[config.mk]
export PLATFORM = sky130hd
export DESIGN_NAME = polynomial_value_slope_area
export DESIGN_NICKNAME = d
export VERILOG_FILES = /design/src/pvsa_pkg.sv /design/src/polynomial_value_slope_area.sv /design/src/pvsa_ram.sv /design/src/pvsa_mul.sv /design/src/pvsa_div.sv
export SDC_FILE = /design/constraint.sdc
export NUM_CORES = 2
export LEC_CHECK = 0
export ABC_AREA = 0
export BUFFER_PORTS_ARGS = -buffer_cell sky130_fd_sc_hd__buf_4
export CORE_ASPECT_RATIO = 1.5
export CORE_MARGIN = 2
export CORE_UTILIZATION = 50
export CTS_BUF_LIST = sky130_fd_sc_hd__clkbuf_2
export DETAILED_ROUTE_END_ITERATION = 7
export PLACE_DENSITY = 0.67
export RECOVER_POWER = 50
export SYNTH_ARGS = -nofsm -noshare
export SYNTH_HDL_FRONTEND = slang
export SYNTH_HIERARCHICAL = 1
export SYNTH_SLANG_ARGS = --single-unit
[constraint.sdc]
create_clock -name clk -period 15.98 [get_ports clk]
set_input_delay 1.598 -clock clk [delete_from_list [all_inputs] [get_ports clk]]
set_output_delay 1.598 -clock clk [all_outputs]
set_load 0.01 [all_outputs]
[src/pvsa_pkg.sv]
// Shared types, constants and fixed-point helpers of the polynomial value/slope/area unit.
package pvsa_pkg;

	// Data widths and store depth
	localparam int DATA_W        = 32;
	localparam int MAX_TERMS_DEF = 16;

	// Command codes
	localparam logic OP_LOAD = 1'b0;
	localparam logic OP_EVAL = 1'b1;

	// Register word index on the APB port (paddr[2])
	localparam logic REG_IDX_DEGREE = 1'b0;

	// Divider: quotient bits resolved per cycle and the number of cycles
	localparam int DIV_DIGIT = 8;
	localparam int DIV_STEPS = DATA_W / DIV_DIGIT;
	localparam int DIV_CW    = $clog2(DIV_STEPS);

	// Saturation limits
	localparam logic signed [63:0] SAT_MAX = 64'sd2147483647;
	localparam logic signed [63:0] SAT_MIN = -64'sd2147483648;

	typedef struct packed {
		logic               opcode;
		logic [3:0]         coef_index;
		logic signed [31:0] value;
	} cmd_t;

	typedef struct packed {
		logic signed [31:0] poly_value;
		logic signed [31:0] slope_value;
		logic signed [31:0] area_value;
		logic               overflow;
	} result_t;

	typedef struct packed {
		logic signed [31:0] val;
		logic               ovf;
	} sat_t;

	// Clamp a wide value to 32 bits, flag when clamped
	function automatic sat_t sat32(input logic signed [63:0] v);
		sat_t r;
		if (v > SAT_MAX) begin
			r.val = 32'sh7FFF_FFFF;
			r.ovf = 1'b1;
		end else if (v < SAT_MIN) begin
			r.val = 32'sh8000_0000;
			r.ovf = 1'b1;
		end else begin
			r.val = v[31:0];
			r.ovf = 1'b0;
		end
		return r;
	endfunction

	// One Horner step: floor(acc*x / 2^16) + coef, saturated
	function automatic sat_t horner_step(input logic signed [63:0] prod,
					     input logic signed [31:0] coef);
		logic signed [63:0] sum;
		sum = (prod >>> 16) + 64'(coef);
		return sat32(sum);
	endfunction

endpackage

[src/polynomial_value_slope_area.sv]
// Top level: coefficient store, APB register, sequencer for the three Horner passes.
//
//  channel  | handshake           | payload
//  ---------+---------------------+-----------------------------------------------
//  command  | start / busy        | cmd: opcode, coef_index, value
//  result   | done (1-cycle strobe)| result: poly_value, slope_value, area_value, overflow
//  config   | APB psel/penable    | degree at byte address 0
//
//  A load leaves busy low. An evaluate keeps busy high while it walks the
//  coefficients from d down to zero, d = degree clamped to MAX_TERMS-1: each
//  coefficient needs four issues on the one shared multiplier plus the tail of the
//  digit divider that forms the area coefficient. done is high in the cycle after the last busy cycle.
//  Reset clears the store (valid bits), degree and the sequencer at once.
//  The result receiver cannot stall; a result is shown for one cycle only.
module polynomial_value_slope_area #(
	parameter int MAX_TERMS = pvsa_pkg::MAX_TERMS_DEF
) (
	input  logic                   clk,
	input  logic                   arst_n,
	input  logic                   psel,
	input  logic                   penable,
	input  logic                   pwrite,
	input  logic [2:0]             paddr,
	input  logic [31:0]            pwdata,
	output logic [31:0]            prdata,
	output logic                   pready,
	input  logic                   start,
	output logic                   busy,
	input  pvsa_pkg::cmd_t         cmd,
	output logic                   done,
	output pvsa_pkg::result_t      result
);
	import pvsa_pkg::*;

	localparam int AW  = $clog2(MAX_TERMS);
	localparam int DVW = AW + 1;

	localparam logic [2:0] S_IDLE = 3'd0;
	localparam logic [2:0] S_LD   = 3'd1;
	localparam logic [2:0] S_MP   = 3'd2;
	localparam logic [2:0] S_MS   = 3'd3;
	localparam logic [2:0] S_MA   = 3'd4;
	localparam logic [2:0] S_AREA = 3'd5;
	localparam logic [2:0] S_FIN1 = 3'd6;
	localparam logic [2:0] S_FIN2 = 3'd7;

	logic [2:0]           state_q;
	logic [3:0]           degree_q;
	logic [MAX_TERMS-1:0] valid_q;
	logic                 rd_vld_q;
	logic [AW-1:0]        k_q;
	logic signed [31:0]   x_q;
	logic signed [31:0]   coef_q;
	logic signed [31:0]   sc_q;
	logic signed [31:0]   acc_p_q;
	logic signed [31:0]   acc_s_q;
	logic signed [31:0]   acc_a_q;
	logic                 ovf_q;
	logic                 done_q;
	result_t              result_q;

	logic                 accept;
	logic                 do_load;
	logic                 idx_ok;
	logic [5:0]           idx_ext;
	logic [5:0]           deg_ext;
	logic [5:0]           lim_ext;
	logic [5:0]           dcl_ext;
	logic [AW-1:0]        dtop;
	logic                 k_top;
	logic                 k_zero;
	logic [AW-1:0]        raddr;
	logic [31:0]          ram_rdata;
	logic signed [31:0]   coef_rd;
	logic                 mul_en;
	logic signed [31:0]   mul_a;
	logic signed [31:0]   mul_b;
	logic signed [63:0]   prod;
	logic                 div_done;
	logic signed [31:0]   quot;
	sat_t                 sat_sc;
	sat_t                 sat_p;
	sat_t                 sat_s;
	sat_t                 sat_a;
	sat_t                 sat_fin;

	// APB register port
	assign pready = 1'b1;
	assign prdata = (paddr[2] == REG_IDX_DEGREE) ? {28'b0, degree_q} : '0;

	always_ff @(posedge clk or negedge arst_n) begin
		if (!arst_n) begin
			degree_q <= '0;
		end else if (psel && penable && pwrite && pready && paddr[2] == REG_IDX_DEGREE) begin
			degree_q <= pwdata[3:0];
		end
	end

	// Command decode
	assign busy    = (state_q != S_IDLE);
	assign accept  = start && !busy;
	assign idx_ext = 6'(cmd.coef_index);
	assign idx_ok  = (idx_ext < 6'(MAX_TERMS));
	assign do_load = accept && (cmd.opcode == OP_LOAD) && idx_ok;

	// Degree clamped to the store
	assign deg_ext = 6'(degree_q);
	assign lim_ext = 6'(MAX_TERMS - 1);
	assign dcl_ext = (deg_ext > lim_ext) ? lim_ext : deg_ext;
	assign dtop    = dcl_ext[AW-1:0];
	assign k_top   = (k_q == dtop);
	assign k_zero  = (k_q == '0);

	// Coefficient store; entries never written read as zero
	assign raddr = (state_q == S_IDLE) ? dtop : (k_q - 1'b1);

	pvsa_ram #(
		.WIDTH (DATA_W),
		.DEPTH (MAX_TERMS)
	) u_store (
		.clk   (clk),
		.we    (do_load),
		.waddr (idx_ext[AW-1:0]),
		.wdata (cmd.value),
		.raddr (raddr),
		.rdata (ram_rdata)
	);

	always_ff @(posedge clk or negedge arst_n) begin
		if (!arst_n) begin
			valid_q  <= '0;
			rd_vld_q <= 1'b0;
		end else begin
			rd_vld_q <= valid_q[raddr];
			if (do_load) begin
				valid_q[idx_ext[AW-1:0]] <= 1'b1;
			end
		end
	end

	assign coef_rd = rd_vld_q ? ram_rdata : '0;

	// Shared multiplier operand select
	always_comb begin
		mul_en = 1'b0;
		mul_a  = acc_a_q;
		mul_b  = x_q;
		unique case (state_q) inside
			S_LD: begin
				mul_en = 1'b1;
				mul_a  = coef_rd;
				mul_b  = 32'(k_q);
			end
			S_MP: begin
				mul_en = 1'b1;
				mul_a  = acc_p_q;
			end
			S_MS: begin
				mul_en = 1'b1;
				mul_a  = acc_s_q;
			end
			S_MA, S_FIN1: begin
				mul_en = 1'b1;
			end
			default: begin
				mul_en = 1'b0;
			end
		endcase
	end

	pvsa_mul u_mul (
		.clk  (clk),
		.en   (mul_en),
		.a    (mul_a),
		.b    (mul_b),
		.prod (prod)
	);

	// Area coefficient a[k] / (k+1)
	pvsa_div #(
		.DVW (DVW)
	) u_div (
		.clk      (clk),
		.arst_n   (arst_n),
		.start    (state_q == S_LD),
		.dividend (coef_rd),
		.divisor  (DVW'(k_q) + DVW'(1)),
		.done     (div_done),
		.quotient (quot)
	);

	// Horner step results from the registered product
	assign sat_sc  = sat32(prod);
	assign sat_p   = horner_step(prod, coef_q);
	assign sat_s   = horner_step(prod, sc_q);
	assign sat_a   = horner_step(prod, quot);
	assign sat_fin = horner_step(prod, '0);

	// Sequencer: top coefficient down to zero, then the last area step
	always_ff @(posedge clk or negedge arst_n) begin
		if (!arst_n) begin
			state_q <= S_IDLE;
			k_q     <= '0;
			ovf_q   <= 1'b0;
			done_q  <= 1'b0;
		end else begin
			done_q <= 1'b0;
			unique case (state_q)
				S_IDLE: begin
					if (accept && cmd.opcode == OP_EVAL) begin
						k_q     <= dtop;
						ovf_q   <= 1'b0;
						state_q <= S_LD;
					end
				end
				S_LD: begin
					state_q <= S_MP;
				end
				S_MP: begin
					ovf_q   <= ovf_q | sat_sc.ovf;
					state_q <= S_MS;
				end
				S_MS: begin
					if (!k_top) begin
						ovf_q <= ovf_q | sat_p.ovf;
					end
					state_q <= S_MA;
				end
				S_MA: begin
					if (!k_top && !k_zero) begin
						ovf_q <= ovf_q | sat_s.ovf;
					end
					state_q <= S_AREA;
				end
				S_AREA: begin
					if (div_done) begin
						if (!k_top) begin
							ovf_q <= ovf_q | sat_a.ovf;
						end
						if (k_zero) begin
							state_q <= S_FIN1;
						end else begin
							k_q     <= k_q - 1'b1;
							state_q <= S_LD;
						end
					end
				end
				S_FIN1: begin
					state_q <= S_FIN2;
				end
				S_FIN2: begin
					done_q  <= 1'b1;
					state_q <= S_IDLE;
				end
				default: begin
					state_q <= S_IDLE;
				end
			endcase
		end
	end

	// Accumulators and result
	always_ff @(posedge clk) begin
		if (accept && cmd.opcode == OP_EVAL) begin
			x_q <= cmd.value;
		end
		if (state_q == S_LD) begin
			coef_q <= coef_rd;
		end
		if (state_q == S_MP) begin
			sc_q <= sat_sc.val;
		end
		if (state_q == S_MS) begin
			acc_p_q <= k_top ? coef_q : sat_p.val;
		end
		if (state_q == S_MA && !k_zero) begin
			acc_s_q <= k_top ? sc_q : sat_s.val;
		end
		if (state_q == S_AREA && div_done) begin
			acc_a_q <= k_top ? quot : sat_a.val;
		end
		if (state_q == S_FIN2) begin
			result_q.poly_value  <= acc_p_q;
			result_q.slope_value <= (dtop == '0) ? '0 : acc_s_q;
			result_q.area_value  <= sat_fin.val;
			result_q.overflow    <= ovf_q | sat_fin.ovf;
		end
	end

	assign done   = done_q;
	assign result = result_q;

`ifndef SYNTHESIS
	a_done_after_fin: assert property (@(posedge clk) disable iff (!arst_n)
		done |-> $past(state_q) == S_FIN2)
		else $error("result strobe without a finished evaluate");

	a_done_idle: assert property (@(posedge clk) disable iff (!arst_n)
		done |-> !busy)
		else $error("busy while a result is shown");

	a_eval_starts: assert property (@(posedge clk) disable iff (!arst_n)
		(start && !busy && cmd.opcode == OP_EVAL) |=> (state_q == S_LD))
		else $error("evaluate accepted but sequencer did not start");

	a_load_single: assert property (@(posedge clk) disable iff (!arst_n)
		(start && !busy && cmd.opcode == OP_LOAD) |=> (!busy && !done))
		else $error("load item left the block busy or made a result");

	a_div_restarted: assert property (@(posedge clk) disable iff (!arst_n)
		(state_q == S_MP) |-> !div_done)
		else $error("divider not restarted for this coefficient");
`endif

endmodule

[src/pvsa_ram.sv]
// Generic single-write, single-read RAM with registered read data.
module pvsa_ram #(
	parameter int WIDTH = 32,
	parameter int DEPTH = 16
) (
	input  logic                     clk,
	input  logic                     we,
	input  logic [$clog2(DEPTH)-1:0] waddr,
	input  logic [WIDTH-1:0]         wdata,
	input  logic [$clog2(DEPTH)-1:0] raddr,
	output logic [WIDTH-1:0]         rdata
);

	logic [WIDTH-1:0] mem_q [DEPTH];
	logic [WIDTH-1:0] rdata_q;

	// Write port
	always_ff @(posedge clk) begin
		if (we) begin
			mem_q[waddr] <= wdata;
		end
	end

	// Registered read port
	always_ff @(posedge clk) begin
		rdata_q <= mem_q[raddr];
	end

	assign rdata = rdata_q;

endmodule

[src/pvsa_mul.sv]
// Shared 32x32 signed multiplier with registered product.
module pvsa_mul (
	input  logic               clk,
	input  logic               en,
	input  logic signed [31:0] a,
	input  logic signed [31:0] b,
	output logic signed [63:0] prod
);

	logic signed [63:0] prod_q;

	// Product holds until the next issue
	always_ff @(posedge clk) begin
		if (en) begin
			prod_q <= a * b;
		end
	end

	assign prod = prod_q;

endmodule

[src/pvsa_div.sv]
// Signed 32-bit by small unsigned divisor, truncating, several quotient bits per cycle.
module pvsa_div #(
	parameter int DVW = 5
) (
	input  logic               clk,
	input  logic               arst_n,
	input  logic               start,
	input  logic signed [31:0] dividend,
	input  logic [DVW-1:0]     divisor,
	output logic               done,
	output logic signed [31:0] quotient
);
	import pvsa_pkg::*;

	logic [31:0]          mag_q;
	logic [31:0]          quo_q;
	logic [DVW-1:0]       rem_q;
	logic [DVW-1:0]       dv_q;
	logic                 neg_q;
	logic [DIV_CW-1:0]    cnt_q;
	logic                 run_q;
	logic                 done_q;
	logic [DVW-1:0]       rem_n;
	logic [DVW:0]         rem_w;
	logic [DIV_DIGIT-1:0] quo_bits;

	// Restoring division over one digit of the dividend
	always_comb begin
		rem_n    = rem_q;
		rem_w    = '0;
		quo_bits = '0;
		for (int i = 0; i < DIV_DIGIT; i++) begin
			rem_w = {rem_n, mag_q[DATA_W-1-i]};
			if (rem_w >= {1'b0, dv_q}) begin
				rem_w                     = rem_w - {1'b0, dv_q};
				quo_bits[DIV_DIGIT-1-i] = 1'b1;
			end
			rem_n = rem_w[DVW-1:0];
		end
	end

	// Control
	always_ff @(posedge clk or negedge arst_n) begin
		if (!arst_n) begin
			run_q  <= 1'b0;
			done_q <= 1'b0;
			cnt_q  <= '0;
		end else if (start) begin
			run_q  <= 1'b1;
			done_q <= 1'b0;
			cnt_q  <= '0;
		end else if (run_q) begin
			cnt_q <= cnt_q + 1'b1;
			if (cnt_q == DIV_CW'(DIV_STEPS - 1)) begin
				run_q  <= 1'b0;
				done_q <= 1'b1;
			end
		end
	end

	// Datapath
	always_ff @(posedge clk) begin
		if (start) begin
			mag_q <= dividend[31] ? (~dividend + 1'b1) : dividend;
			neg_q <= dividend[31];
			dv_q  <= divisor;
			rem_q <= '0;
			quo_q <= '0;
		end else if (run_q) begin
			mag_q <= mag_q << DIV_DIGIT;
			quo_q <= {quo_q[DATA_W-DIV_DIGIT-1:0], quo_bits};
			rem_q <= rem_n;
		end
	end

	assign done     = done_q;
	assign quotient = neg_q ? (~quo_q + 1'b1) : quo_q;

endmodule
==> results.tsv <==
metric	value	unit
top cells by area, synth	edfxtp_1, fa_1, ha_1	
fin crit share	0.943	
CTS sink cnt	1006	
Fin Setup TNS	0	ns
CTS clock-pin slew for the worst setup and hold paths	0.11	ns
Synth-to-Final Area Change	7.92	%
Hold EP	valid_q[0]	
Max Fclk	66.3	MHz
ratio of cells with drive above 1 in the final layout	0.118	
Worst R2R End	u_mul/prod[63]	
Slowest-stage cell, CP	clkbuf_1	
sequential-to-total area share from yosys stat	0.332	
Fin. Hold Viols	0	
initial core utilization	0.502	
required time of the critical path	17.43	ns
largest net degree at the start of global routing	133	
drt pass-1 iters	5	
number of global-route vias before repair	68000	
Routed met1 length	96100	um
Post-synth ARST share	0.0338	
actual slew at the worst max-slew pin	5.09	ns
first-pass GRT wire length	410000	um
Top reg by flops	u_store/mem_q	
DRC	0	
synthesized cell area	88400	um2
met2 wire length	142000	um
CP Launch Type	flop	
total gr overflow	0	
status	finished, violations left	
max reg flops	512	
register area	29300	um2
Synth top cells by count	inv_1, fa_1, nand2_1, edfxtp_1, and2_1	
initial detailed-routing violation count	4489	
clk buf depth	3	
Largest stage delay, worst path	3.57	ns
Hold Crit Class	in -> reg	
Final Setup Violations	0	
Clock H-tree levels	4	
post-layout min period	15.08	ns
Die Span Y	519	um
post-synth cell types	117	
Max Used Layer	met5	
Site Rows	189	
filler cell count	15400	
Post-Route WL	273000	um
post-route ant nets	0	
wire per inst	24.9	um
combined area of the multi-input logic cells	53200	um2
Clock Latency Late Sink	1.83	ns
crit path launch	state_q[2]	
Global Route Usage Sum	0.305	
Worst Clk Skew	0.222	ns
routability congestion estimate	0.991	
Die Span X	347	um
DIE AREA	180000	um2
Worst Hold Launch	start	
type of the worst setup path	reg -> reg	
r2r worst-path depth	28	
worst r2r src	state_q[2]	
NumNets Final	10000	
CTS tree	yes	
Synth Register Bits	1006	
Slew Viols, Final	522	
total CTS buffers	241	
Root Driver	clkbuf_2	
DR vias/cell	5.83	
IO Pins	210	
max_cap viols	11	
Post-synth EDFFs	903	
core area	176000	um2
nature of the critical path endpoint	flop	
Mapped Cells	8235	
cell mode on critical path	fa_1	
headroom to the max-slew limit	-2.40	
Syn Area/Cell	10.7	um2
crit path max fanout	96	
most frequent cell after synthesis	inv_1	
RSZ-0062 raised after global routing	no	
R2R setup slack	0.90	ns
WHS Path Cells	4	
WP data arrival	16.52	ns
area leader, netlist	edfxtp_1	
met3 routed WL	16900	um
yosys warns	6	
failing checks	max-capacitance violations, max-slew violations	
PortBufs	150	
total number of vias	63900	
initial antenna violation count	14	
Yosys top cell area share	0.307	
post-detail-place hpwl	201000	um
top_reg_cell synth	edfxtp_1	
-- worst max-delay path: cells and delay by family, from the launching register on --
| kind | cells | cell delay (ns) |
|---|---|---|
| flip-flops | 1 | 0.39 |
| AO/OA/AOI/OAI | 4 | 0.92 |
| multiplexers | 1 | 1.47 |
| buffers and inverters | 7 | 5.14 |
| XOR/XNOR | 1 | 0.09 |
| AND/OR/NAND/NOR | 6 | 1.35 |
| adder cells (fa/ha/maj) | 9 | 5.21 |
-- metrics by stage --
step / setup WS, ns / instance area (um2) / hold WS, ns / util / instances
after floorplan: 2.19 / 88500 / 0.423 / - / 8262
after global placement: 1.14 / 92600 / 0.432 / 0.525 / 10500
after detailed placement: 1.14 / 92600 / 0.443 / 0.525 / 10500
after CTS: 1.01 / 95500 / 0.0177 / 0.542 / 11000
after global routing: 0.00865 / 95400 / 0.163 / 0.541 / 11000
final: 0.905 / 95400 / 0.316 / 0.541 / 11000
-- layout by cell type, fill, tap and decap left out, types with 27 or more instances in the layout --
cell type,Yosys,layout
inv_1,1174,1172
fa_1,1093,1093
nand2_1,985,985
edfxtp_1,903,903
and2_1,579,543
a21oi_1,387,384
ha_1,373,373
clkbuf_2,2,362
nor2_1,355,338
buf_4,40,310
xnor2_1,178,178
o21ai_0,181,167
mux4_2,132,132
a21o_1,109,109
xor2_1,98,98
a22oi_1,86,86
nand4_1,73,73
nor2b_1,100,71
nand3_1,69,69
dfxtp_1,69,69
clkinv_1,1,60
nor3_1,61,56
mux2i_1,53,51
nand2b_1,47,47
clkbuf_1,335,47
o31ai_1,41,40
and3_1,39,38
and2_0,1,37
o21bai_1,37,37
dlygate4sd3_1,0,37
dfrtp_1,34,33
nor4_1,32,32
a31oi_1,32,32
o211ai_1,32,32
conb_1,2,29
or3_1,27,27
nor2b_2,0,27
-- cell type report --
cell class / count / area share
Tap cell: 2292 / 0.0301
Antenna cell: 8 / 0.000210
Clock buffer: 362 / 0.0190
Inverter: 1175 / 0.0463
Clock inverter: 93 / 0.00833
Sequential cell: 1006 / 0.308
Timing Repair Buffer: 395 / 0.0303
Multi-Input combinational cell: 5637 / 0.558
-- worst max-delay path by stage --
stage                endpoint  cells past startpoint
6_report       u_mul/prod[63]                     28
5_1_grt        u_div/rem_q[3]                     73
4_1_cts        u_div/rem_q[4]                     71
3_5_place_dp   u_div/rem_q[4]                     72
3_3_place_gp   u_div/rem_q[4]                     72
2_1_floorplan  u_div/rem_q[2]                     69
-- layer usage --
layer,up-vias,GRT usage
met2,2496,0.545
met4,2,0.180
met5,-,0
met1,32700,0.344
li1,28000,-
met3,786,0.0469
-- what timing repair did --
action | 4_1_cts | 5_1_grt
hold endpoints to repair | 415 | 0
hold buffers | 37 | 0
endpoints found under the setup margin | 0 | 6
resized for setup | 0 | 6
buffers inserted | 0 | 1
-- cells by family (layout without fill, tap and decap cells) --
group	count (synthesis)	in the layout	share of synthesized area
AO/OA/AOI/OAI	1183	1183	0.0882
buffers and inverters	1619	2025	0.0715
other	2	37	0.0000850
flip-flops	1006	1006	0.332
XOR/XNOR	276	276	0.0273
adder cells (fa/ha/maj)	1466	1466	0.300
multiplexers	211	211	0.0429
AND/OR/NAND/NOR	2472	2472	0.138
Power is not shown: default switching activity piles up to over one toggle a cycle in this logic, so the estimate is an artifact.
